==> src/design/mpgc_pkg.sv <==
// Package: types, constants and helper functions for the match pair geometry unit.
package mpgc_pkg;

   localparam int NUM_CELLS = 16;
   localparam int LOG_FRAC  = 16;
   localparam int XW        = 38;
   localparam int ZW        = 35;

   localparam logic [16:0]          TWO_PI_F     = 17'd25736;
   localparam logic signed [14:0]   PI_F         = 15'sd12868;
   localparam logic signed [ZW-1:0] PI_Q30       = 35'sd3373259426;
   localparam logic signed [29:0]   LN2_HALF_Q30 = 30'sd372130559;

   typedef struct packed {
      logic [15:0]        a_x_first;
      logic [15:0]        a_y_first;
      logic [15:0]        a_x_second;
      logic [15:0]        a_y_second;
      logic signed [15:0] a_rel_angle;
      logic signed [15:0] a_rel_logscale;
      logic [15:0]        b_x_first;
      logic [15:0]        b_y_first;
      logic [15:0]        b_x_second;
      logic [15:0]        b_y_second;
      logic signed [15:0] b_rel_angle;
      logic signed [15:0] b_rel_logscale;
   } mpgc_req_type;

   typedef struct packed {
      logic [13:0] orient_gap;
      logic [15:0] scale_gap;
      logic [13:0] inter_orient_gap;
      logic [15:0] inter_scale_gap;
      logic        degenerate;
   } mpgc_rsp_type;

   typedef struct packed {
      logic signed [XW-1:0] x;
      logic signed [XW-1:0] y;
      logic signed [ZW-1:0] z;
      logic [31:0]          m1;
      logic [31:0]          m2;
      logic [15:0]          f1;
      logic [15:0]          f2;
      logic [5:0]           msb1;
      logic [5:0]           msb2;
      logic signed [15:0]   aang;
      logic signed [15:0]   ascl;
      logic [13:0]          orient;
      logic [15:0]          scale;
      logic                 degen;
   } mpgc_cell_type;

   function automatic logic [30:0] atan_q30(input int i);
      case (i)
         0:  atan_q30 = 31'h3243F6A8;
         1:  atan_q30 = 31'h1DAC6705;
         2:  atan_q30 = 31'h0FADBAFC;
         3:  atan_q30 = 31'h07F56EA6;
         4:  atan_q30 = 31'h03FEAB76;
         5:  atan_q30 = 31'h01FFD55B;
         6:  atan_q30 = 31'h00FFFAAA;
         7:  atan_q30 = 31'h007FFF55;
         8:  atan_q30 = 31'h003FFFEA;
         9:  atan_q30 = 31'h001FFFFD;
         10: atan_q30 = 31'h000FFFFF;
         11: atan_q30 = 31'h0007FFFF;
         12: atan_q30 = 31'h0003FFFF;
         13: atan_q30 = 31'h0001FFFF;
         14: atan_q30 = 31'h0000FFFF;
         15: atan_q30 = 31'h00007FFF;
         16: atan_q30 = 31'h00003FFF;
         17: atan_q30 = 31'h00001FFF;
         18: atan_q30 = 31'h00000FFF;
         19: atan_q30 = 31'h000007FF;
         20: atan_q30 = 31'h000003FF;
         21: atan_q30 = 31'h000001FF;
         22: atan_q30 = 31'h000000FF;
         default: atan_q30 = 31'h0000007F;
      endcase
   endfunction

   // |x-y| wrapped by 2pi and folded into 0..pi
   function automatic logic [13:0] fold(input logic [16:0] d);
      logic [16:0] a;
      logic [16:0] b;
      logic [16:0] t;
      a = (d > TWO_PI_F) ? d - TWO_PI_F : d;
      b = (a > TWO_PI_F) ? a - TWO_PI_F : a;
      t = TWO_PI_F - b;
      fold = (b < t) ? b[13:0] : t[13:0];
   endfunction

endpackage

==> src/design/mpgc_cell.sv <==
// Cell: one CORDIC vectoring iteration and one log2 squaring step for both lengths.
module mpgc_cell #(
   parameter int STAGE = 0
) (
   input  logic                    clock,
   input  logic                    reset,
   input  logic                    en,
   input  logic                    in_valid,
   input  mpgc_pkg::mpgc_cell_type in_cell,
   output logic                    out_valid,
   output mpgc_pkg::mpgc_cell_type out_cell
);
   import mpgc_pkg::*;

   localparam int FBIT = LOG_FRAC - 1 - STAGE;
   localparam logic signed [ZW-1:0] ATAN = $signed({4'b0000, atan_q30(STAGE)});

   mpgc_cell_type cell_in, cell_ff;
   logic          vld_ff;
   logic [63:0]   sq1, sq2;
   logic [32:0]   t1, t2;

   always_comb begin
      cell_in = in_cell;
      if (in_cell.y < 0) begin
         cell_in.x = in_cell.x - (in_cell.y >>> STAGE);
         cell_in.y = in_cell.y + (in_cell.x >>> STAGE);
         cell_in.z = in_cell.z - ATAN;
      end else begin
         cell_in.x = in_cell.x + (in_cell.y >>> STAGE);
         cell_in.y = in_cell.y - (in_cell.x >>> STAGE);
         cell_in.z = in_cell.z + ATAN;
      end
      sq1 = in_cell.m1 * in_cell.m1;
      sq2 = in_cell.m2 * in_cell.m2;
      t1  = sq1[63:31];
      t2  = sq2[63:31];
      if (t1[32]) begin
         cell_in.m1       = t1[32:1];
         cell_in.f1[FBIT] = 1'b1;
      end else begin
         cell_in.m1 = t1[31:0];
      end
      if (t2[32]) begin
         cell_in.m2       = t2[32:1];
         cell_in.f2[FBIT] = 1'b1;
      end else begin
         cell_in.m2 = t2[31:0];
      end
   end

   always_ff @(posedge clock) begin
      if (reset) begin
         vld_ff <= 1'b0;
      end else if (en) begin
         vld_ff <= in_valid;
      end
   end

   always_ff @(posedge clock) begin
      if (en) begin
         cell_ff <= cell_in;
      end
   end

   assign out_valid = vld_ff;
   assign out_cell  = cell_ff;
endmodule

==> config.mk <==
export PLATFORM = sky130hd
export DESIGN_NAME = mpgc_cell
export DESIGN_NICKNAME = d
export VERILOG_FILES = /design/src/design/mpgc_pkg.sv /design/src/design/mpgc_cell.sv
export SDC_FILE = /design/constraint.sdc
export NUM_CORES = 2
export LEC_CHECK = 0
export ABC_AREA = 1
export BUFFER_PORTS_ARGS = -buffer_cell sky130_fd_sc_hd__buf_2
export CAP_MARGIN = 20
export CORE_MARGIN = 3
export CORE_UTILIZATION = 40
export CTS_CLUSTER_SIZE = 25
export DETAILED_ROUTE_END_ITERATION = 8
export PLACE_DENSITY = 0.69
export SYNTH_ARGS = -nofsm -noshare
export SYNTH_HDL_FRONTEND = slang
export SYNTH_SLANG_ARGS = --single-unit
export TNS_END_PERCENT = 1
==> constraint.sdc <==
create_clock -name clock -period 7.65 [get_ports clock]
set_input_delay 0.765 -clock clock [delete_from_list [all_inputs] [get_ports clock]]
set_output_delay 0.765 -clock clock [all_outputs]
set_load 0.005 [all_outputs]
======== Word-level counts from Yosys, hierarchy flattened ========
Index checks and enable logic that the tools add are counted.
word-level totals
  flip-flop bits (word level) ............. 283
  input port bits ......................... 286
  output and inout bits ................... 283
  word-level logic and storage cells ...... 30
cells by class
  add/subtract/negate cells ............... 5
  $mul .................................... 2
  $lt $le $gt $ge ......................... 1
  muxes and demuxes ....................... 3
operator list
  kind                      count
  $mul A32 B32 Y64          2
  $mux W111                 1
  $sub A38 B38 Y38          2
  $mux W31                  2
  $add A38 B38 Y38          1
  $lt A38 B1 Y1 const B     1
  $add A35 B31 Y35 const B  1
  $sub A35 B31 Y35 const B  1

======== Depth between registers and ports, before layout ========
  word-level depth ........................ 2
  gate-level depth with buffers ........... 36

======== Least setup slack after synthesis ========
Ideal clock, no wire load.
  path type ............................... input port to flip-flop
  from .................................... input in_cell[135] (netlist name)
  to ...................................... register cell_ff (netlist bit out_cell[124]), data pin
  arrival ................................. 7.030 ns
  data required time ...................... 7.398 ns
  setup slack ............................. 0.368 ns
  stages on the path ...................... 32
  path buffers ............................ 3
  cell sequence ........................... clkbuf_1 -> buf_1 -> nand2_1 -> fa_1 -> inv_1 -> fa_1 -> fa_1 -> inv_1 -> fa_1 -> inv_1 -> fa_1 -> fa_1 -> fa_1 -> inv_1 -> fa_1 -> inv_1 -> ha_1 -> nand2_2 -> inv_1 -> nand2_1 -> nand2_1 -> nand2_1 -> nand2_1 -> nand2_1 -> nand2_1 -> a21oi_2 -> nand2_2 -> nand2_2 -> nand2_8 -> buf_8 -> nand2_2 -> nand2_1
RTL lines
  item                  line             text
  from (decl)           mpgc_cell.sv:9   input mpgc_pkg::mpgc_cell_type in_cell,
  to (signal assigned)  mpgc_cell.sv:62  cell_ff <= cell_in;
  to (decl)             mpgc_cell.sv:18  mpgc_cell_type cell_in, cell_ff;

==> metrics <==
run status=finished, final reports clean; met2 wire length=114 mm; Vias/cell=4.80; Final Util=0.451; clock transition at the registers of the reported paths=0.07 ns; sequential-to-total area share from yosys stat=0.103; DR iter-0 viols=5187; Total GRT Usage=0.231; Slew HR=0.370; leading area contributor after synthesis=fa_1; postcts setup bufs=0; Max-Cap Viols=0; Synth Cell Area=82000 um2; highest routed layer=met5; worst min-delay path class=input port to flip-flop; reg2reg end=out_valid; ys flop type=edfxtp_1; Crit Reg-Reg Startpoint=out_valid; worst r2r path cells=2; Total Wirelength=241 mm; top cell type's share of synthesized area=0.387; DRT Pass-1 Iters=5; Area Growth Syn to Fin=11.7%; crit-path most repeated cell=nand2_1; final worst path period need=7.16 ns; endpoints failing setup=0; Post-Syn Nets=13100; hold path startpoint=reset; Post-Route Skew=0 ns; die height=459 um; num rows=165; CP max stage delay=0.58 ns; flop-to-flop setup slack=7.06 ns; core footprint=203000 um2; EDFF count, synth=281; CTS tree=yes; Post-Synthesis Cells=10500; initial antenna violation count=42; largest net degree at the start of global routing=121; RSZ-0062 raised after global routing=false; Worst-Skew Late Latency=0.65 ns; H-tree depth=1; HPWL after DPL=212 mm; met1 wire length=97.7 mm; Starting Density=0.404; ANT nets after route=0; Worst setup SP type=input port; Worst-Margin Slew=0.935 ns; WP data required=8.06 ns; routed len/inst=17.2 um; Tcrit/Tclk final=0.937; hold path endpoint=out_valid; Worst Path Max Fanout=18; CP startpoint=in_cell[122]; ys async rst share=0; Post-CTS Hold Buffers=0; synth top area cells=fa_1 39%, inv_1 14%, nand2_1 12%; I/O Buffers=568; CTS Sinks=282; max-slew violations=0; post-synth cell types=54; Post-Synth Simple-Gate Area=0.179; Post-Synth Adder-Cell Area=0.500; Compound-Gate Fraction of Synth Area=0.0445; CTS Buffer Depth=3; CTS root buf=clkbuf_16; die footprint=210000 um2; hold path cells=2; crit end category=flip-flop; Setup CP Type=input port to flip-flop; I/O pin count=569; main combinational cell family by area after synthesis=adder cells; post-synthesis xor/xnor area fraction=0.0154; Synth warnings=0; layout cells sized above 1=0.102; residual overflow from global routing=0; GP Congestion=1.02; vias in the first global route=69500; wire length of the first global-routing pass=382 mm; Final Hold Viols=0; fmax=140 MHz; CTS resizes=0; DR DRC count=0; die width=459 um; via count=67000; Critical-path top delay cell=fa_1; FF+latch count, synth=282; mux cell area share after synthesis=0.000244; Post-Syn Area per Cell=7.82 um2; nets@finish=13800; TritonCTS Buffers=29; endpoint arrival time on the critical path=7.57 ns; met3 wire length=15.8 mm
-- cells in the mapped netlist, types with 2 or more instances --
master and instances:
clkbuf_2 2, a21oi_2 3, nor2_1 421, buf_4 12, nor4_1 14, and2_1 9, xnor2_1 41, clkbuf_1 185
inv_1 3142, nand4_1 60, buf_1 32, a31o_2 11, o211ai_1 5, o21bai_1 56, o21a_1 18, a21o_1 16
nand3b_1 14, buf_6 4, inv_2 10, o22ai_1 14, nor2_2 15, xor2_1 103, edfxtp_1 281, nand2_2 43
o21ai_0 172, and3_1 2, buf_8 2, ha_1 736, mux2i_1 2, nor3_2 6, nor3_1 29, clkinv_1 2
a31oi_1 7, nand2_1 2708, or2_2 12, a21boi_0 7, buf_2 26, fa_1 1586, a21oi_1 322, o21ai_1 18
nand3_1 315
-- layer usage --
layer  global-route usage  vias up
li1                     -    31900
met1                0.294    32400
met2                0.392     2188
met3               0.0292      451
met4                0.105       12
met5                    0        -
-- cell usage in the layout, fill, tap and decap left out, types with 4 or more instances in the layout --
cell type   synthesis  final
a31o_2             11     11
nand2_2            43     43
clkinv_2            0      4
nor4_1             14     14
o21bai_1           56     56
nand3_1           315    315
inv_2              10     11
fa_1             1586   1586
edfxtp_1          281    281
a21oi_1           322    322
inv_1            3142   3141
xor2_1            103    103
nand4_1            60     60
and2_1              9      9
nand2_1          2708   2708
buf_4              12    396
o21ai_1            18     18
a21boi_0            7      7
o21ai_0           172    172
nand3b_1           14     14
buf_12              0     27
a21o_1             16     16
clkinv_1            2      8
clkbuf_1          185      4
clkbuf_16           0     29
xnor2_1            41     41
or2_2              12     12
ha_1              736    736
diode_2             0     24
buf_2              26    567
o22ai_1            14     14
nor2_2             15     15
a31oi_1             7      7
o21a_1             18     18
clkinvlp_4          0      5
nor3_2              6      6
o211ai_1            5      5
nor3_1             29     29
nor2_1            421    421
-- flip-flops by register name, summed over array words and instances, names as in the netlist --
register / flops
out_cell: 281
out_valid: 1
-- per-stage QoR --
stage	hold slack [ns]	cells	TNS (ns)	area (um2)	setup slack, ns
floorplan	0.485	10500	0	82000	0.368
global placement	0.472	13900	-0.147	90600	-0.0690
detailed placement	0.505	13900	-1.39	90600	-0.149
CTS	0.211	13900	0	91500	0.564
global route	0.243	13900	0	91500	0.126
finish	0.263	14000	0	91500	0.485
-- cell families (layout without fill, tap and decap cells) --
| kind of cell | count (synthesis) | after routing |
|---|---|---|
| muxes | 2 | 2 |
| adders and majority gates | 2322 | 2322 |
| buffers and inverters | 3417 | 4199 |
| AOI/OAI and AO/OA | 656 | 656 |
| DFF | 282 | 282 |
| xor gates and xnor gates | 144 | 144 |
| and+or+nand+nor | 3653 | 3653 |
| other | 0 | 24 |
-- cell type report --
class,count,area [um2]
Clock inverter,21,183
Timing Repair Buffer,991,6370
Tap cell,2672,3340
Antenna cell,24,60.1
Fill cell,20100,111000
Sequential cell,282,8460
Clock buffer,33,741
Multi-Input combinational cell,6777,60500
Inverter,3154,11800
-- worst max-delay path, delay by kind of cell --
kind / cells / cell delay [ns]
adders and majority gates: 9 / 4.35
buffers and inverters: 8 / 1.04
and+or+nand+nor: 11 / 1.01
AOI/OAI and AO/OA: 2 / 0.37
-- how the worst max path moves through the flow --
stage | to | slack [ns]
after CTS | out_cell[133] | 0.56
after global routing | out_cell[132] | 0.13
after global placement | out_cell[133] | -0.07
after floorplan | out_cell[124] | 0.37
after detailed placement | out_cell[133] | -0.15
final | out_cell[133] | 0.49
Power is not shown: default switching activity piles up to over one toggle a cycle in this logic, so the estimate is an artifact.
