## src/design/mpgc_pkg.sv

```systemverilog
// Package: types, constants and helper functions for the match pair geometry unit.
package mpgc_pkg;

   localparam int NUM_CELLS = 16;
   localparam int LOG_FRAC  = 16;
   localparam int XW        = 38;
   localparam int ZW        = 35;

   localparam logic [16:0]          TWO_PI_F     = 17'd25736;
   localparam logic signed [14:0]   PI_F         = 15'sd12868;
   localparam logic signed [ZW-1:0] PI_Q30       = 35'sd3373259426;
   localparam logic signed [29:0]   LN2_HALF_Q30 = 30'sd372130559;

   typedef struct packed {
      logic [15:0]        a_x_first;
      logic [15:0]        a_y_first;
      logic [15:0]        a_x_second;
      logic [15:0]        a_y_second;
      logic signed [15:0] a_rel_angle;
      logic signed [15:0] a_rel_logscale;
      logic [15:0]        b_x_first;
      logic [15:0]        b_y_first;
      logic [15:0]        b_x_second;
      logic [15:0]        b_y_second;
      logic signed [15:0] b_rel_angle;
      logic signed [15:0] b_rel_logscale;
   } mpgc_req_type;

   typedef struct packed {
      logic [13:0] orient_gap;
      logic [15:0] scale_gap;
      logic [13:0] inter_orient_gap;
      logic [15:0] inter_scale_gap;
      logic        degenerate;
   } mpgc_rsp_type;

   typedef struct packed {
      logic signed [XW-1:0] x;
      logic signed [XW-1:0] y;
      logic signed [ZW-1:0] z;
      logic [31:0]          m1;
      logic [31:0]          m2;
      logic [15:0]          f1;
      logic [15:0]          f2;
      logic [5:0]           msb1;
      logic [5:0]           msb2;
      logic signed [15:0]   aang;
      logic signed [15:0]   ascl;
      logic [13:0]          orient;
      logic [15:0]          scale;
      logic                 degen;
   } mpgc_cell_type;

   function automatic logic [30:0] atan_q30(input int i);
      case (i)
         0:  atan_q30 = 31'h3243F6A8;
         1:  atan_q30 = 31'h1DAC6705;
         2:  atan_q30 = 31'h0FADBAFC;
         3:  atan_q30 = 31'h07F56EA6;
         4:  atan_q30 = 31'h03FEAB76;
         5:  atan_q30 = 31'h01FFD55B;
         6:  atan_q30 = 31'h00FFFAAA;
         7:  atan_q30 = 31'h007FFF55;
         8:  atan_q30 = 31'h003FFFEA;
         9:  atan_q30 = 31'h001FFFFD;
         10: atan_q30 = 31'h000FFFFF;
         11: atan_q30 = 31'h0007FFFF;
         12: atan_q30 = 31'h0003FFFF;
         13: atan_q30 = 31'h0001FFFF;
         14: atan_q30 = 31'h0000FFFF;
         15: atan_q30 = 31'h00007FFF;
         16: atan_q30 = 31'h00003FFF;
         17: atan_q30 = 31'h00001FFF;
         18: atan_q30 = 31'h00000FFF;
         19: atan_q30 = 31'h000007FF;
         20: atan_q30 = 31'h000003FF;
         21: atan_q30 = 31'h000001FF;
         22: atan_q30 = 31'h000000FF;
         default: atan_q30 = 31'h0000007F;
      endcase
   endfunction

   // |x-y| wrapped by 2pi and folded into 0..pi
   function automatic logic [13:0] fold(input logic [16:0] d);
      logic [16:0] a;
      logic [16:0] b;
      logic [16:0] t;
      a = (d > TWO_PI_F) ? d - TWO_PI_F : d;
      b = (a > TWO_PI_F) ? a - TWO_PI_F : a;
      t = TWO_PI_F - b;
      fold = (b < t) ? b[13:0] : t[13:0];
   endfunction

endpackage

```

## src/design/mpgc_back.sv

```systemverilog
// Back stages: angle rounding and clamp, log ratio scaling, folding, saturation, output register.
module mpgc_back (
   input  logic                    clock,
   input  logic                    reset,
   input  logic                    en,
   input  logic                    in_valid,
   input  mpgc_pkg::mpgc_cell_type in_cell,
   output logic                    out_valid,
   output mpgc_pkg::mpgc_rsp_type  out_data
);
   import mpgc_pkg::*;

   localparam logic signed [ZW-1:0] Z_RND = ZW'(1) <<< 17;
   localparam logic signed [52:0]   P_RND = 53'(1) <<< 33;

   logic [2:0] vld_ff;

   logic [21:0]          res1, res2;
   logic signed [22:0]   d_in;
   logic signed [ZW-1:0] zr;
   logic signed [16:0]   zq;
   logic signed [14:0]   ang_in, ang_ff;
   logic signed [52:0]   prod_ff;
   logic [13:0]          or_1_ff, or_2_ff;
   logic [15:0]          sd_1_ff, sd_2_ff;
   logic                 dg_1_ff, dg_2_ff;
   logic signed [15:0]   aang_1_ff, ascl_1_ff;

   logic signed [52:0]   pr;
   logic signed [18:0]   rs;
   logic signed [16:0]   ida_in;
   logic [16:0]          ida_ff;
   logic signed [19:0]   isc_ff;
   logic [19:0]          isc_abs;

   mpgc_rsp_type rsp_in, rsp_ff;

   always_comb begin
      res1   = {in_cell.msb1, in_cell.f1};
      res2   = {in_cell.msb2, in_cell.f2};
      d_in   = $signed({1'b0, res1}) - $signed({1'b0, res2});
      zr     = in_cell.z + Z_RND;
      zq     = zr[ZW-1:18];
      if (zq > 17'(PI_F)) begin
         ang_in = PI_F;
      end else if (zq < -17'(PI_F)) begin
         ang_in = -PI_F;
      end else begin
         ang_in = zq[14:0];
      end
   end

   always_comb begin
      pr     = prod_ff + P_RND;
      rs     = pr[52:34];
      ida_in = {aang_1_ff[15], aang_1_ff} - 17'(ang_ff);
   end

   always_comb begin
      isc_abs = isc_ff[19] ? 20'(-isc_ff) : 20'(isc_ff);
      rsp_in.orient_gap       = or_2_ff;
      rsp_in.scale_gap        = sd_2_ff;
      rsp_in.degenerate       = dg_2_ff;
      if (dg_2_ff) begin
         rsp_in.inter_orient_gap = '0;
         rsp_in.inter_scale_gap  = '0;
      end else begin
         rsp_in.inter_orient_gap = fold(ida_ff);
         rsp_in.inter_scale_gap  = (isc_abs > 20'd65535) ? 16'hFFFF : isc_abs[15:0];
      end
   end

   always_ff @(posedge clock) begin
      if (reset) begin
         vld_ff <= '0;
      end else if (en) begin
         vld_ff <= {vld_ff[1:0], in_valid};
      end
   end

   always_ff @(posedge clock) begin
      if (en) begin
         ang_ff    <= ang_in;
         prod_ff   <= d_in * LN2_HALF_Q30;
         or_1_ff   <= in_cell.orient;
         sd_1_ff   <= in_cell.scale;
         dg_1_ff   <= in_cell.degen;
         aang_1_ff <= in_cell.aang;
         ascl_1_ff <= in_cell.ascl;

         ida_ff    <= ida_in[16] ? 17'(-ida_in) : 17'(ida_in);
         isc_ff    <= 20'(ascl_1_ff) - 20'(rs);
         or_2_ff   <= or_1_ff;
         sd_2_ff   <= sd_1_ff;
         dg_2_ff   <= dg_1_ff;

         rsp_ff    <= rsp_in;
      end
   end

   assign out_valid = vld_ff[2];
   assign out_data  = rsp_ff;
endmodule

```

## config.mk

```make
export PLATFORM = sky130hd
export DESIGN_NAME = mpgc_back
export DESIGN_NICKNAME = d
export VERILOG_FILES = /design/src/design/mpgc_pkg.sv /design/src/design/mpgc_back.sv
export SDC_FILE = /design/constraint.sdc
export NUM_CORES = 1
export LEC_CHECK = 0
export BUFFER_PORTS_ARGS = -buffer_cell sky130_fd_sc_hd__buf_2
export CORE_AREA = 3 3 213 215
export CTS_BUF_LIST = sky130_fd_sc_hd__clkbuf_4 sky130_fd_sc_hd__clkbuf_8
export DETAILED_ROUTE_END_ITERATION = 8
export DIE_AREA = 0 0 216 218
export GPL_TIMING_DRIVEN = 0
export MAX_ROUTING_LAYER = met4
export PLACE_DENSITY = 0.79
export SKIP_CTS_REPAIR_TIMING = 1
export SYNTH_ARGS = -nofsm -noshare
export SYNTH_HDL_FRONTEND = slang
export SYNTH_SLANG_ARGS = --single-unit
```

## constraint.sdc

```tcl
create_clock -name clock -period 10.4 [get_ports clock]
set_input_delay 2.08 -clock clock [delete_from_list [all_inputs] [get_ports clock]]
set_output_delay 2.08 -clock clock [all_outputs]
set_load 0.05 [all_outputs]
```

# Word-level counts from Yosys, hierarchy flattened
# Index checks and enable logic that the tools add are counted.
# W data, S select, Z words.
# totals
elab_cells	45
in_bits	286
register_bits	263
out_inout_bits	62
# op_classes
n_addsub	10
n_mul	1
magnitude_cmp	6
n_mux	7
n_reduce_logical	1
# ops
op	count
$add A53 B35 Y53 const B	1
$mul A23 B30 Y53 const B	1
$gt A17 B15 Y1 const B	3
$add A35 B19 Y35 const B	1
$mux W17	2
$sub A17 B15 Y17 const B	2
$mux W16	2
$sub A22 B22 Y23	1
$gt A20 B16 Y1 const B	1
$mux W20	1
$neg A20 Y20	1
$sub A16 B19 Y20	1
$lt A17 B15 Y1 const B	1
$lt A17 B17 Y1	1
$neg A17 Y17	1
$sub A15 B17 Y17 const A	1
$sub A16 B15 Y17	1
$mux W15	1
$mux W14	1
$reduce_or A2 Y1	1

# Depth between registers and ports, before layout
# depth
ltp_word	7
mapped_depth	44
ltp_nobuf	44

# Least setup slack after synthesis
# Ideal clock, no wire load.
# synth_path
path_kind	input port to flip-flop
startpoint	in in_cell[91] in the netlist's numbering
endpoint	reg prod_ff[52] (data pin)
cell_stages	40
path_slack_ns	-0.825
n_path_buf	0
arrival_ns	10.965
required_time_ns	10.140
setup_ns	0.260
cell_sequence	inv_1 ha_1 inv_1 fa_1 a21o_1 a21oi_1 o21ai_0 a21oi_1 o21bai_1 a21oi_1 o21ai_0 o41ai_1 o2111ai_1 and3_1 nor2_1 inv_1 fa_1 inv_1 [... 4 more ...] fa_1 fa_1 fa_1 inv_1 fa_1 inv_1 ha_1 nand2_1 nor4_1 a21boi_0 a41oi_1 a31oi_1 a21oi_1 o221ai_1 a41oi_1 a21oi_1 a21oi_1 xnor2_1
# synth_via
elab_chain_cells	2
# synth_lines
element	line_no	text
start, declared	mpgc_back.sv:7	input mpgc_pkg::mpgc_cell_type in_cell,
$sub A22 B22 Y23	mpgc_back.sv:41	d_in = $signed({1'b0, res1}) - $signed({1'b0, res2});
$mul A23 B30 Y53	mpgc_back.sv:84	prod_ff <= d_in * LN2_HALF_Q30;
end signal, assigned	mpgc_back.sv:84	
end, declared	mpgc_back.sv:23	logic signed [52:0] prod_ff;
# Every way passes these cells.
# A chain may end at the register's enable or synchronous reset.

# Worst setup path in the final report
# layout_path
startpoint	in in_cell[92] in the netlist's numbering
endpoint	reg prod_ff[51] (data pin)
# Same word-level chain as after synthesis.

==> results.md <==
* FF+latch count, synth at 230
* Die width at 216 µm
* Critical Path Slowest Stage Cell: fa_1
* Ports at 348
* Syn_area_per_cell at 10.4 µm²
* Max clock buf depth at 3
* Remaining DRCs at 0
* Post-synth top area cell: edfxtp_1
* Fin Hold WS at 0.409 ns
* Setup violators final at 9
* First-pass GRT wire length at 90.6 mm
* Initial core utilization at 54.7%
* Synth Flop Type: edfxtp_1
* Finished Core Util at 62.4%
* Max cap viols at 0
* Setup Skew at 0.0148 ns
* Hold Crit Class: register to register
* Layout cells sized above 1 at 16.1%
* Netlist cell types at 91
* Clk sinks at 230
* Clock H-tree levels at 2
* Slew HR at 17.5%
* Initial antenna violation count at 0
* Antenna-violating nets left at 0
* Netlist Area Pre-Place at 0.0240 mm²
* Post-Place Setup Slack at -1.84 ns
* Buf/Inv on CP at 6
* Wl on met1 at 24.9 mm
* Commonest non-fill, non-tap cells in the layout: inv_1, ha_1, edfxtp_1
* Worst-Skew Late Latency at 0.57 ns
* Synthesized netlist cell count at 2,306
* Worst path max stage delay at 0.56 ns
* CP top delay family: compound AO/OA/AOI/OAI gates
* Slew Limit Fails at 0
* CTS tree: yes
* Syn Nets at 3,169
* Fin nets at 3,439
* Critical Path Most Common Cell: fa_1
* Routed len/inst at 17.5 µm
* Total track usage at 24.7%
* Worst path arrival time at 10.90 ns
* Worst Setup Start Kind: input pin
* RSZ-0062 raised after global routing: yes
* Final Hold Fails at 0
* Yosys warns at 0
* Max FO, Critical Path at 4
* Top Layer Used: met4
* Crit end category: register
* PnR worst setup slack at -0.179 ns
* CP required at 10.72 ns
* Vias after detailed routing at 17.3k
* RePlAce Congestion at 0.975
* Clock transition at path regs at 0.06 ns
* Root Buffer: clkbuf_8
* Final worst path period share at 102%
* Tightest Pin Transition at 1.23 ns
* Die height at 218 µm
* Synth area leaders: edfxtp_1, fa_1, ha_1
* Number of synthesized flops with an enable pin at 227
* Via density at 5.41
* Routed wire length at 55.9 mm
* Met3 wire length at 2.96 mm
* Top-area cell type share of the netlist area at 28.4%
* Vias in the first global route at 17.8k
* Most common cell after layout, fill and taps aside: inv_1
* Die area at 0.0471 mm²
* DP HPWL at 45.8 mm
* Met2 wire length at 26.8 mm
* Post-synth ARST share at 0%
* Largest net degree at the start of global routing at 129
* Register area share after synthesis at 28.6%
* Final min period at 10.58 ns
* Outcome: finished with violations
* Total CTS buffers at 39
* Synth-to-Final Area Change at 14.3%
* DR iter-0 viols at 1,002
* Floorplan row count at 77
* Total grt overflow at 0
* Router iterations before antenna repair at 5
* Ant diodes at 0
* CP Class: input pin to register
* Failing checks: negative setup slack
* Buffers on Ports at 185
* Core area at 0.0439 mm²
* Fmax at 94.5 MHz
==> cells by family (layout without fill, tap and decap cells) <==
| group | Yosys count | count (layout) | synth area share, % |
|---|---|---|---|
| AOI/OAI and AO/OA | 363 | 363 | 10.2 |
| xor gates and xnor gates | 145 | 145 | 5.35 |
| adders and majority gates | 578 | 578 | 37.5 |
| buffers and inverters | 523 | 818 | 8.28 |
| DFF | 230 | 230 | 28.6 |
| muxes | 13 | 13 | 0.610 |
| and+or+nand+nor | 454 | 454 | 9.48 |
==> worst paths after layout <==
check | cells after the start | to | from | slack [ns]
worst min register to register | 0 | out_data[35] | sd_2_ff[4] | 0.41
worst max register to register | 26 | out_data[21] | ida_ff[3] | 1.23
worst min-delay path | 0 | out_data[35] | sd_2_ff[4] | 0.41
worst max-delay path | 39 | prod_ff[51] | in_cell[92] | -0.18
==> Yosys cell counts, drive strengths merged, types with 8 or more instances <==
cell type,count
edfxtp,227
and2,16
nor3,39
or3,20
clkbuf,19
nand2b,16
buf,9
a21o,31
nand2,96
xnor2,89
or2,13
a211oi,11
o21bai,10
a31oi,16
nor3b,11
o41ai,8
nor2b,15
fa,236
o211ai,8
a21oi,101
nand3,42
inv,495
o31ai,15
nor2,122
ha,341
nor4,13
o21a,14
o21ai,72
a21boi,14
nand4,22
xor2,55
and3,8
==> per-layer routing <==
metal / vias to the layer above / GRT usage [%]
met5: - / -
met3: 83 / 3.85
met4: 0 / 6.39
li1: 8327 / -
met2: 482 / 40.8
met1: 8388 / 32.3
==> stage by stage <==
stage | cells | TNS [ns] | cell area, µm²
after floorplan | 2306 | 0 | 24200
after global placement | 3083 | -26.22 | 25900
after CTS | 3151 | -17.81 | 26700
final | 3193 | -0.857 | 27400
after global routing | 3193 | -4.14 | 27400
after detailed placement | 3085 | -30.30 | 25900
==> layout make-up <==
class | instances | area [µm²]
repair buffers | 229 | 1300
clock inverters | 11 | 105
fillers | 3571 | 16500
multi-input cells | 1553 | 15700
well taps | 592 | 741
plain buffers | 28 | 129
flip-flops and latches | 230 | 6880
clock buffers | 55 | 688
inverters | 495 | 1870
==> sequential cells by signal, indices dropped and copies added (netlist names) <==
register / count
out_data: 61
isc_ff: 20
prod_ff: 20
ida_ff: 17
aang_1_ff: 16
ascl_1_ff: 16
sd_1_ff: 16
sd_2_ff: 16
ang_ff: 15
or_1_ff: 14
or_2_ff: 14
vld_ff: 3
dg_1_ff: 1
dg_2_ff: 1
Power is not shown: default switching activity piles up to over one toggle a cycle in this logic, so the estimate is an artifact.
